<file path="src/rtl/core/hsvrgb_pkg.sv">
// shared types, widths and constants for the hsv to rgb converter
package hsvrgb_pkg;

	// field widths
	localparam int unsigned HUE_W = 9;
	localparam int unsigned PCT_W = 7;
	localparam int unsigned CH_W  = 8;

	// internal widths (values are exact counts of 1/600000)
	localparam int unsigned FRAC_W = 6;   // secondary weight 0..60
	localparam int unsigned SV_W   = 14;  // percent products 0..10000
	localparam int unsigned CMP_W  = 20;  // components 0..600000
	localparam int unsigned PRE_W  = 24;  // component * 17, 0..10200000
	localparam int unsigned Z_W    = 18;  // prescaled value 0..159375
	localparam int unsigned PROD_W = 37;  // prescaled value * reciprocal

	// colour model constants
	localparam int unsigned HUE_TURN   = 360;
	localparam int unsigned PCT_FULL   = 100;
	localparam int unsigned SECTOR_DEG = 60;

	// 255 / 600000 = 17 / (64 * 625)
	localparam int unsigned PRE_MUL   = 17;
	localparam int unsigned PRE_SHIFT = 6;
	// ceil(2^28 / 625), exact for every prescaled value below 2^18
	localparam int unsigned RECIP       = 429497;
	localparam int unsigned RECIP_SHIFT = 28;

	// channel slots
	localparam int unsigned CH_RED   = 0;
	localparam int unsigned CH_GREEN = 1;
	localparam int unsigned CH_BLUE  = 2;

	// 60 degree hue sectors
	typedef enum logic [2:0] {
		SEC_RED_YEL = 3'd0,
		SEC_YEL_GRN = 3'd1,
		SEC_GRN_CYA = 3'd2,
		SEC_CYA_BLU = 3'd3,
		SEC_BLU_MAG = 3'd4,
		SEC_MAG_RED = 3'd5
	} sector_t;

	typedef struct packed {
		logic [HUE_W-1:0] hue;
		logic [PCT_W-1:0] saturation;
		logic [PCT_W-1:0] brightness;
	} hsv_word_t;

	typedef struct packed {
		logic [CH_W-1:0] red;
		logic [CH_W-1:0] green;
		logic [CH_W-1:0] blue;
	} rgb_word_t;

	typedef logic [Z_W-1:0] scaled_t;

endpackage

</file>
<file path="src/rtl/core/hsvrgb_prep.sv">
// stages 1 and 2: input wrap and clamp, hue sector, percent products
module hsvrgb_prep import hsvrgb_pkg::*; (
	input  logic                clk,
	input  logic                arst_n,
	input  logic                feed_valid,
	output logic                feed_load,
	input  hsv_word_t           feed,
	output logic                pass_valid,
	input  logic                pass_load,
	output sector_t             sec,
	output logic [FRAC_W-1:0]   frac,
	output logic [SV_W-1:0]     sv,
	output logic [SV_W-1:0]     vn
);

	logic                en_s1, en_s2;
	logic                vld_s1, vld_s2;
	logic [HUE_W-1:0]    hue_s1;
	logic [PCT_W-1:0]    sat_s1, bri_s1;
	logic [HUE_W-1:0]    hue_d;
	logic [PCT_W-1:0]    sat_d, bri_d;
	sector_t             sec_d, sec_s2;
	logic [HUE_W-1:0]    base_d, diff_d;
	logic [FRAC_W-1:0]   rem_d, frac_d, frac_s2;
	logic [SV_W-1:0]     sv_d, vn_d, sv_s2, vn_s2;

	// stage enables, a bubble is always overwritten
	assign en_s2     = !vld_s2 || pass_load;
	assign en_s1     = !vld_s1 || en_s2;
	assign feed_load = en_s1;

	// wrap hue once, clamp percentages
	always_comb begin
		hue_d = (feed.hue >= HUE_W'(HUE_TURN)) ? feed.hue - HUE_W'(HUE_TURN) : feed.hue;
		sat_d = (feed.saturation > PCT_W'(PCT_FULL)) ? PCT_W'(PCT_FULL) : feed.saturation;
		bri_d = (feed.brightness > PCT_W'(PCT_FULL)) ? PCT_W'(PCT_FULL) : feed.brightness;
	end

	// sector and position within it
	always_comb begin
		if (hue_s1 < HUE_W'(SECTOR_DEG)) begin
			sec_d  = SEC_RED_YEL;
			base_d = '0;
		end else if (hue_s1 < HUE_W'(2 * SECTOR_DEG)) begin
			sec_d  = SEC_YEL_GRN;
			base_d = HUE_W'(SECTOR_DEG);
		end else if (hue_s1 < HUE_W'(3 * SECTOR_DEG)) begin
			sec_d  = SEC_GRN_CYA;
			base_d = HUE_W'(2 * SECTOR_DEG);
		end else if (hue_s1 < HUE_W'(4 * SECTOR_DEG)) begin
			sec_d  = SEC_CYA_BLU;
			base_d = HUE_W'(3 * SECTOR_DEG);
		end else if (hue_s1 < HUE_W'(5 * SECTOR_DEG)) begin
			sec_d  = SEC_BLU_MAG;
			base_d = HUE_W'(4 * SECTOR_DEG);
		end else begin
			sec_d  = SEC_MAG_RED;
			base_d = HUE_W'(5 * SECTOR_DEG);
		end
		diff_d = hue_s1 - base_d;
		rem_d  = diff_d[FRAC_W-1:0];
		// rising edge of the secondary in even sectors, falling in odd ones
		frac_d = sec_d[0] ? FRAC_W'(SECTOR_DEG) - rem_d : rem_d;
	end

	// s*v for chroma, v*(100-s) for the offset
	always_comb begin
		sv_d = SV_W'(sat_s1) * SV_W'(bri_s1);
		vn_d = SV_W'(bri_s1) * SV_W'(PCT_W'(PCT_FULL) - sat_s1);
	end

	// valid bits
	always_ff @(posedge clk or negedge arst_n) begin
		if (!arst_n) begin
			vld_s1 <= 1'b0;
			vld_s2 <= 1'b0;
		end else begin
			if (en_s1) vld_s1 <= feed_valid;
			if (en_s2) vld_s2 <= vld_s1;
		end
	end

	// payload
	always_ff @(posedge clk) begin
		if (en_s1 && feed_valid) begin
			hue_s1 <= hue_d;
			sat_s1 <= sat_d;
			bri_s1 <= bri_d;
		end
		if (en_s2 && vld_s1) begin
			sec_s2  <= sec_d;
			frac_s2 <= frac_d;
			sv_s2   <= sv_d;
			vn_s2   <= vn_d;
		end
	end

	assign pass_valid = vld_s2;
	assign sec        = sec_s2;
	assign frac       = frac_s2;
	assign sv         = sv_s2;
	assign vn         = vn_s2;

endmodule

</file>
<file path="src/rtl/core/hsvrgb_mix.sv">
// stages 3 and 4: chroma, secondary and offset, channel placement and prescale
module hsvrgb_mix import hsvrgb_pkg::*; (
	input  logic                clk,
	input  logic                arst_n,
	input  logic                feed_valid,
	output logic                feed_load,
	input  sector_t             sec,
	input  logic [FRAC_W-1:0]   frac,
	input  logic [SV_W-1:0]     sv,
	input  logic [SV_W-1:0]     vn,
	output logic                pass_valid,
	input  logic                pass_load,
	output scaled_t [2:0]       scaled
);

	logic                en_s3, en_s4;
	logic                vld_s3, vld_s4;
	logic [CMP_W-1:0]    chroma_d, second_d, offs_d;
	logic [CMP_W-1:0]    chroma_s3, second_s3, offs_s3;
	sector_t             sec_s3;
	logic [CMP_W-1:0]    comp_d [3];
	logic [CMP_W-1:0]    sum_d  [3];
	logic [PRE_W-1:0]    pre_d  [3];
	scaled_t [2:0]       scaled_d, scaled_s4;

	assign en_s4     = !vld_s4 || pass_load;
	assign en_s3     = !vld_s3 || en_s4;
	assign feed_load = en_s3;

	// components in units of 1/600000
	always_comb begin
		chroma_d = CMP_W'(sv) * CMP_W'(SECTOR_DEG);
		second_d = CMP_W'(sv) * CMP_W'(frac);
		offs_d   = CMP_W'(vn) * CMP_W'(SECTOR_DEG);
	end

	// place chroma and secondary by sector
	always_comb begin
		comp_d[CH_RED]   = '0;
		comp_d[CH_GREEN] = '0;
		comp_d[CH_BLUE]  = '0;
		case (sec_s3)
			SEC_RED_YEL: begin
				comp_d[CH_RED]   = chroma_s3;
				comp_d[CH_GREEN] = second_s3;
			end
			SEC_YEL_GRN: begin
				comp_d[CH_RED]   = second_s3;
				comp_d[CH_GREEN] = chroma_s3;
			end
			SEC_GRN_CYA: begin
				comp_d[CH_GREEN] = chroma_s3;
				comp_d[CH_BLUE]  = second_s3;
			end
			SEC_CYA_BLU: begin
				comp_d[CH_GREEN] = second_s3;
				comp_d[CH_BLUE]  = chroma_s3;
			end
			SEC_BLU_MAG: begin
				comp_d[CH_RED]   = second_s3;
				comp_d[CH_BLUE]  = chroma_s3;
			end
			default: begin
				comp_d[CH_RED]   = chroma_s3;
				comp_d[CH_BLUE]  = second_s3;
			end
		endcase
	end

	// add offset, multiply by 17 and drop six bits (first part of *255/600000)
	always_comb begin
		for (int i = 0; i < 3; i++) begin
			sum_d[i]    = comp_d[i] + offs_s3;
			pre_d[i]    = PRE_W'(sum_d[i]) * PRE_W'(PRE_MUL);
			scaled_d[i] = pre_d[i][PRE_SHIFT +: Z_W];
		end
	end

	always_ff @(posedge clk or negedge arst_n) begin
		if (!arst_n) begin
			vld_s3 <= 1'b0;
			vld_s4 <= 1'b0;
		end else begin
			if (en_s3) vld_s3 <= feed_valid;
			if (en_s4) vld_s4 <= vld_s3;
		end
	end

	always_ff @(posedge clk) begin
		if (en_s3 && feed_valid) begin
			chroma_s3 <= chroma_d;
			second_s3 <= second_d;
			offs_s3   <= offs_d;
			sec_s3    <= sec;
		end
		if (en_s4 && vld_s3) begin
			scaled_s4 <= scaled_d;
		end
	end

	assign pass_valid = vld_s4;
	assign scaled     = scaled_s4;

endmodule

</file>
<file path="src/rtl/core/hsvrgb_scale.sv">
// stage 5: divide by 625 through the reciprocal, output register
module hsvrgb_scale import hsvrgb_pkg::*; (
	input  logic            clk,
	input  logic            arst_n,
	input  logic            feed_valid,
	output logic            feed_load,
	input  scaled_t [2:0]   scaled,
	output logic            rgb_valid,
	input  logic            rgb_stall,
	output rgb_word_t       rgb
);

	logic                en_s5;
	logic                vld_s5;
	logic [PROD_W-1:0]   prod_d [3];
	logic [CH_W-1:0]     chan_d [3];
	rgb_word_t           rgb_s5;

	assign en_s5     = !vld_s5 || !rgb_stall;
	assign feed_load = en_s5;

	// floor(z / 625) as (z * ceil(2^28/625)) >> 28
	always_comb begin
		for (int i = 0; i < 3; i++) begin
			prod_d[i] = PROD_W'(scaled[i]) * PROD_W'(RECIP);
			chan_d[i] = prod_d[i][RECIP_SHIFT +: CH_W];
		end
	end

	always_ff @(posedge clk or negedge arst_n) begin
		if (!arst_n) begin
			vld_s5 <= 1'b0;
		end else if (en_s5) begin
			vld_s5 <= feed_valid;
		end
	end

	always_ff @(posedge clk) begin
		if (en_s5 && feed_valid) begin
			rgb_s5.red   <= chan_d[CH_RED];
			rgb_s5.green <= chan_d[CH_GREEN];
			rgb_s5.blue  <= chan_d[CH_BLUE];
		end
	end

	assign rgb_valid = vld_s5;
	assign rgb       = rgb_s5;

endmodule

</file>
<file path="src/rtl/core/hsv_to_rgb_converter_unit.sv">
// hsv to rgb pixel converter, five register stages
// a taken word moves through stages 1 to 5 in order; rgb_valid comes from the stage 5 register
// throughput: one word per cycle unless stalled; stages advance alone, so bubbles close up
// hsv_stall rises only when all five stages hold words and rgb is stalled
// reset (arst_n low) clears every valid bit at once; data registers are not reset
module hsv_to_rgb_converter_unit import hsvrgb_pkg::*; (
	input  logic        clk,
	input  logic        arst_n,
	input  logic        hsv_valid,
	output logic        hsv_stall,
	input  hsv_word_t   hsv,
	output logic        rgb_valid,
	input  logic        rgb_stall,
	output rgb_word_t   rgb
);

	logic                load_a, load_b, load_c;
	logic                vld_ab, vld_bc;
	sector_t             sec_ab;
	logic [FRAC_W-1:0]   frac_ab;
	logic [SV_W-1:0]     sv_ab, vn_ab;
	scaled_t [2:0]       scaled_bc;
	logic [2:0]          inflight_q;
	logic                take_in, take_out;

	assign hsv_stall = !load_a;

	// stages 1-2
	hsvrgb_prep u_prep (
		.clk        (clk),
		.arst_n     (arst_n),
		.feed_valid (hsv_valid),
		.feed_load  (load_a),
		.feed       (hsv),
		.pass_valid (vld_ab),
		.pass_load  (load_b),
		.sec        (sec_ab),
		.frac       (frac_ab),
		.sv         (sv_ab),
		.vn         (vn_ab)
	);

	// stages 3-4
	hsvrgb_mix u_mix (
		.clk        (clk),
		.arst_n     (arst_n),
		.feed_valid (vld_ab),
		.feed_load  (load_b),
		.sec        (sec_ab),
		.frac       (frac_ab),
		.sv         (sv_ab),
		.vn         (vn_ab),
		.pass_valid (vld_bc),
		.pass_load  (load_c),
		.scaled     (scaled_bc)
	);

	// stage 5
	hsvrgb_scale u_scale (
		.clk        (clk),
		.arst_n     (arst_n),
		.feed_valid (vld_bc),
		.feed_load  (load_c),
		.scaled     (scaled_bc),
		.rgb_valid  (rgb_valid),
		.rgb_stall  (rgb_stall),
		.rgb        (rgb)
	);

	// words in flight, for the checks below
	assign take_in  = hsv_valid && !hsv_stall;
	assign take_out = rgb_valid && !rgb_stall;

	always_ff @(posedge clk or negedge arst_n) begin
		if (!arst_n) begin
			inflight_q <= '0;
		end else if (take_in && !take_out) begin
			inflight_q <= inflight_q + 3'd1;
		end else if (take_out && !take_in) begin
			inflight_q <= inflight_q - 3'd1;
		end
	end

	// input only backs up when the output word is blocked
	a_stall_cause: assert property (@(posedge clk) disable iff (!arst_n)
		hsv_stall |-> (rgb_valid && rgb_stall))
		else $error("input stalled while output free");

	// never more words held than stages
	a_depth: assert property (@(posedge clk) disable iff (!arst_n)
		inflight_q <= 3'd5)
		else $error("pipeline holds more than five words");

	// no output word without a matching input word
	a_no_phantom: assert property (@(posedge clk) disable iff (!arst_n)
		rgb_valid |-> (inflight_q != 3'd0))
		else $error("output word with nothing in flight");

endmodule

</file>
<file path="config.mk">
export PLATFORM = sky130hd
export DESIGN_NAME = hsv_to_rgb_converter_unit
export DESIGN_NICKNAME = d
export VERILOG_FILES = /design/src/rtl/core/hsvrgb_pkg.sv /design/src/rtl/core/hsvrgb_prep.sv /design/src/rtl/core/hsvrgb_mix.sv /design/src/rtl/core/hsvrgb_scale.sv /design/src/rtl/core/hsv_to_rgb_converter_unit.sv
export SDC_FILE = /design/constraint.sdc
export NUM_CORES = 2
export LEC_CHECK = 0
export BUFFER_PORTS_ARGS = -buffer_cell sky130_fd_sc_hd__buf_4
export CORE_ASPECT_RATIO = 0.75
export CORE_MARGIN = 2
export CORE_UTILIZATION = 65
export CTS_BUF_LIST = sky130_fd_sc_hd__clkbuf_2
export DETAILED_ROUTE_END_ITERATION = 6
export GPL_ROUTABILITY_DRIVEN = 0
export PLACE_DENSITY = 0.82
export SLEW_MARGIN = 20
export SYNTH_ARGS = -nofsm -noshare
export SYNTH_HDL_FRONTEND = slang
export SYNTH_SLANG_ARGS = --single-unit
</file>
<file path="constraint.sdc">
create_clock -name clk -period 8.9 [get_ports clk]
set_clock_uncertainty 0.1 [all_clocks]
set_input_delay 1.335 -clock clk [delete_from_list [all_inputs] [get_ports clk]]
set_output_delay 1.335 -clock clk [all_outputs]
set_load 0.005 [all_outputs]
</file>
After elaboration in Yosys (flattened, before gate mapping):

Cells that the tools add are included.

* reductions and logical operators: 26
* eq/ne operators: 4
* magnitude comparators: 8
* $mul: 11
* add/subtract/negate cells: 7
* multiplexer cells: 15

Operators by type and width (number)
* $pmux 20 s2: 3
* $mul 18x19->36 const B: 3
* $mul 20x5->24 const B: 3
* $add 20x20->20: 3
* $mul 14x4->18 const B: 2
* $mux 6: 5
* $mul 14x6->20: 1
* $lt 9x8->1 const B: 2
* $gt 7x7->1 const B: 2
* $mul 7x14->14: 1
* $mul 7x7->14: 1
* $reduce_or 2->1: 7
* $ge 9x9->1 const B: 1
* $lt 9x6->1 const B: 1
* $lt 9x7->1 const B: 1
* $lt 9x9->1 const B: 1
* $mux 9: 1
* $sub 9x9->9 const B: 1
* $sub 7x7->8 const A: 1
* $logic_not 1->1: 7
* $eq 3x2->1 const B: 2
* $sub 6x6->6: 1
* $sub 6x6->6 const A: 1
* $logic_and 1x1->1: 5
* 8 further kinds: 15

* bits in registers: 202
* input bits: 27

Logic depth before layout (Yosys ltp):

* depth in word-level cells: 9
* depth in mapped cells: 25
* gate-level depth less buffers: 23

Hierarchy:

A second synthesis with hierarchy kept.

* cell total of the unflattened synthesis: 3732
* area, all modules: 37953.9 um^2

By module, submodules not included
* hsvrgb_scale: times used 1, seq. area each 745.7 um^2, cells each 1771, area each 18013.5 um^2
* hsvrgb_mix: times used 1, seq. area each 3443.3 um^2, cells each 1370, area each 13874.6 um^2
* hsvrgb_prep: times used 1, seq. area each 1821.7 um^2, cells each 590, area each 6062.1 um^2
* hsv_to_rgb_converter_unit: times used 1, seq. area each 0.0 um^2, cells each 1, area each 3.8 um^2

Worst setup path after synthesis:

OpenSTA, ideal clock, no wires.

* path kind: reg2reg
* from: register u_mix.scaled_s4 (netlist bit u_mix.scaled[51])
* to: register u_scale.rgb_s5 (netlist bit u_scale.rgb[7]) (data pin)
* required time: 8540 ps
* slack: 2730 ps
* setup time: 260 ps
* data arrival time: 5810 ps
* stages on the path, launching flop included: 21
* path through: edfxtp_1 > fa_1 > inv_1 > fa_1 > inv_1 > fa_1 > fa_1 > fa_1 > inv_1 > fa_1 > inv_1 > ha_1 > a21o_1 > a21o_1 > a2111oi_2 > o21ai_1 > a211oi_2 > a211oi_1 > a311o_1 > a21oi_2 > xnor2_1

RTL lines
* from (decl): RTL line hsvrgb_mix.sv:24 `scaled_t [2:0] scaled_d, scaled_s4;`
* from (signal assigned): RTL line hsvrgb_mix.sv:97 `scaled_s4 <= scaled_d;`
* to (decl): RTL line hsvrgb_scale.sv:17 `rgb_word_t rgb_s5;`

==> metrics.csv <==
metric;value;unit
status;completed;
initial DRC count;1791;
worst skew pair latency;0.99;ns
Clock Sinks;200;
Starting Density;0.654;
Yosys top cell by area;fa_1;
Worst EP arrival;7.41;ns
#FFs+latches synth;200;
most used flip-flop cell after synthesis;edfxtp_1;
root buffer cell;clkbuf_2;
Setup TNS;0;ns
M1 WL;35500;um
Final Max Slew Viols;0;
Top delay family on crit path;adder cells;
Routed WL;77200;um
main area contributors after synthesis;fa_1, ha_1, edfxtp_1;
Remaining DRCs;0;
slowest CP cell;edfxtp_1;
clk buf depth;2;
syn_nets;4930;
DRT Pass-1 Iters;6;
GRT Total Usage;0.279;
DR top layer;met4;
Worst Setup Start Kind;flop;
Synth async-reset ratio;0.0250;
Fmax;149;MHz
Cell Chain, Critical Path;fa_1, inv_1, fa_1, inv_1, fa_1, fa_1, fa_1, inv_1, fa_1, inv_1, ha_1, nand4_1, nor2_1, nor4b_1, a21boi_0, a31oi_1, a211oi_1, a311o_1, a21oi_2, xnor2_1;
area share of the largest cell type after synthesis;0.296;
length of routed met2 wiring;34900;um
first-pass GRT wire length;131000;um
initial antenna violation count;1;
Fin. Hold Viols;0;
WP data required;9.60;ns
vias in the first global route;26300;
core area;0.0571;mm2
routed vias;25200;
post-synthesis sequential area ratio;0.160;
Wirelength per Cell;17.4;um
number of synthesized flops with an enable pin;195;
RSZ-0062 raised after global routing;no;
mean post-synth cell area;10.2;um2
CP bufs+invs;4;
kind of critical path;reg2reg;
Tightest Hold Check Type;reg2reg;
Cell Rows;76;
largest net degree at the start of global routing;59;
clock slew at reported path FFs;0.35;ns
Detail Route Antenna Nets;0;
CTS tree;yes;
# port buffers;52;
fin util;0.681;
# IOs;53;
CP endpoint kind;flop;
most used cell, CP;fa_1;
nets;4971;
Final Cycle Share;0.753;
CTS buffer count;17;
area of the mapped netlist;0.0373;mm2
Die ar.;0.0593;mm2
GRT overflow;0;
die width;281;um
share of cells above drive strength 1;0.0335;
CTS H-tree depth;4;
synth unique cells;68;
number of fill cells in the layout;4280;
Max-cap violations;0;
dpl hpwl;66300;um
Max Fanout on Critical Path;6;
Vias/cell;5.65;
Slew @ Worst Pin;0.795;ns
# setup viols final;0;
cells after synthesis;3652;
die height;211;um
Final min period;6.70;ns
Syn-to-layout area delta;4.19;%
warnings from Yosys;0;
Routed met3 length;5570;um
Max stage delay on crit path;0.59;ns
Slew HR;0.464;
## path summary, 6_finish.rpt
check | slack (ns) | start | cells after the start | end
max in group asynchronous | 8.09 | arst_n | 2 | u_prep.vld_s1$_DFFE_PN0N_
hold / removal | 0.41 | u_prep.hue_s1[0]$_DFFE_PP_ | 0 | u_prep.frac[0]$_DFFE_PP_
setup reg to reg | 2.20 | u_mix.scaled[51]$_DFFE_PP_ | 20 | u_scale.rgb[7]$_DFFE_PP_
hold reg to reg | 0.41 | u_prep.hue_s1[0]$_DFFE_PP_ | 0 | u_prep.frac[0]$_DFFE_PP_
min in group asynchronous | 0.52 | arst_n | 2 | u_scale.rgb_valid$_DFFE_PN0P_
setup / recovery | 2.20 | u_mix.scaled[51]$_DFFE_PP_ | 20 | u_scale.rgb[7]$_DFFE_PP_
## per-stage QoR
step	instances	setup slack, ns	hold slack (ns)	cell area (um2)
after detailed placement	4413	2.25	0.337	38500
after global routing	4448	1.89	0.321	38900
after global placement	4413	2.39	0.345	38500
final	4448	2.20	0.406	38900
after floorplan	3652	2.73	0.300	37300
after CTS	4446	2.28	0.317	38800
## cell usage after synthesis, types with 8 or more instances
cell	instances
nor3_1	32
a31oi_1	8
o31ai_1	8
or2_2	12
o21ai_0	68
o21bai_1	22
ha_1	700
a21o_1	68
a21oi_1	150
nand2b_1	25
nor2_1	119
clkbuf_1	31
edfxtp_1	195
fa_1	551
and2_1	98
o211ai_1	14
xnor2_1	153
a211oi_1	25
or3_1	13
o21a_1	33
nor2b_1	36
xor2_1	57
inv_1	827
nand2_1	194
nand4_1	14
nand3_1	39
o31a_1	9
a22o_1	34
and3_1	15
## final cells by class
type / count / area, um2 / share of cell area
Tap cell: 741 / 927 / 0.0239
Antenna cell: 1 / 2.50 / 0.0000644
Timing Repair Buffer: 58 / 458 / 0.0118
Sequential cell: 200 / 5980 / 0.154
Clock buffer: 17 / 85.1 / 0.00219
Inverter: 827 / 3100 / 0.0799
Multi-Input combinational cell: 2589 / 28100 / 0.724
Clock inverter: 15 / 190 / 0.00489
## logic make-up (layout without fill, tap and decap cells)
| kind of cell | Yosys count | count (layout) | share of synthesized area |
|---|---|---|---|
| buf+inv | 863 | 917 | 0.0869 |
| fa+ha+maj | 1251 | 1251 | 0.530 |
| xor+xnor | 210 | 210 | 0.0493 |
| simple gates | 616 | 616 | 0.0809 |
| other cells | 0 | 1 | 0 |
| compound gates | 510 | 510 | 0.0916 |
| mux | 2 | 2 | 0.000570 |
| flops | 200 | 200 | 0.160 |
## state kept, by name, indices dropped and copies added, names as in the netlist
| signal | cells |
|---|---|
| u_prep.vn | 14 |
| u_mix.second_s3 | 20 |
| u_prep.sv | 13 |
| u_mix.vld_s3 | 1 |
| u_mix.offs_s3 | 17 |
| u_mix.sec_s3 | 3 |
| u_prep.pass_valid | 1 |
| u_prep.hue_s1 | 9 |
| u_prep.frac | 6 |
| u_scale.rgb | 24 |
| u_prep.sat_s1 | 7 |
| u_mix.chroma_s3 | 18 |
| u_mix.scaled | 54 |
| u_prep.vld_s1 | 1 |
| u_prep.sec | 3 |
| u_scale.rgb_valid | 1 |
| u_prep.bri_s1 | 7 |
| u_mix.pass_valid | 1 |
## cell usage in the layout (no fill, tap or decap), drive strengths merged, types with 7 or more instances in the layout
cell type / Yosys / layout
o31ai: 8 / 8
nand2b: 25 / 25
a31oi: 8 / 8
and3: 15 / 15
nor2: 119 / 119
or3: 13 / 13
nand4: 14 / 14
xor2: 57 / 57
xnor2: 153 / 153
nor3: 32 / 32
o211ai: 14 / 14
nand2: 194 / 194
ha: 700 / 700
o31a: 9 / 9
edfxtp: 195 / 195
inv: 827 / 836
a21oi: 151 / 151
clkbuf: 31 / 17
a22o: 34 / 34
o21ai: 75 / 75
fa: 551 / 551
o21bai: 22 / 22
a21o: 68 / 68
and2: 98 / 98
a211oi: 26 / 26
nand3: 39 / 39
buf: 5 / 57
or2: 12 / 12
nor2b: 36 / 36
a21boi: 7 / 7
o21a: 33 / 33
## layer usage
layer / GRT usage / up-vias
li1: - / 12000
met1: 0.401 / 12300
met2: 0.446 / 764
met3: 0.0533 / 99
met4: 0.0514 / 0
met5: 0 / -
## timing repair
item                                   CTS  global route
setup buffers                            0             0
gates resized for setup                  0             0
endpoints found under the hold margin    5             0
hold buffers                             1             0
Power is left out: the tool's default activity adds up to more than one toggle a clock period on the data nets, which glitch-free logic cannot reach.
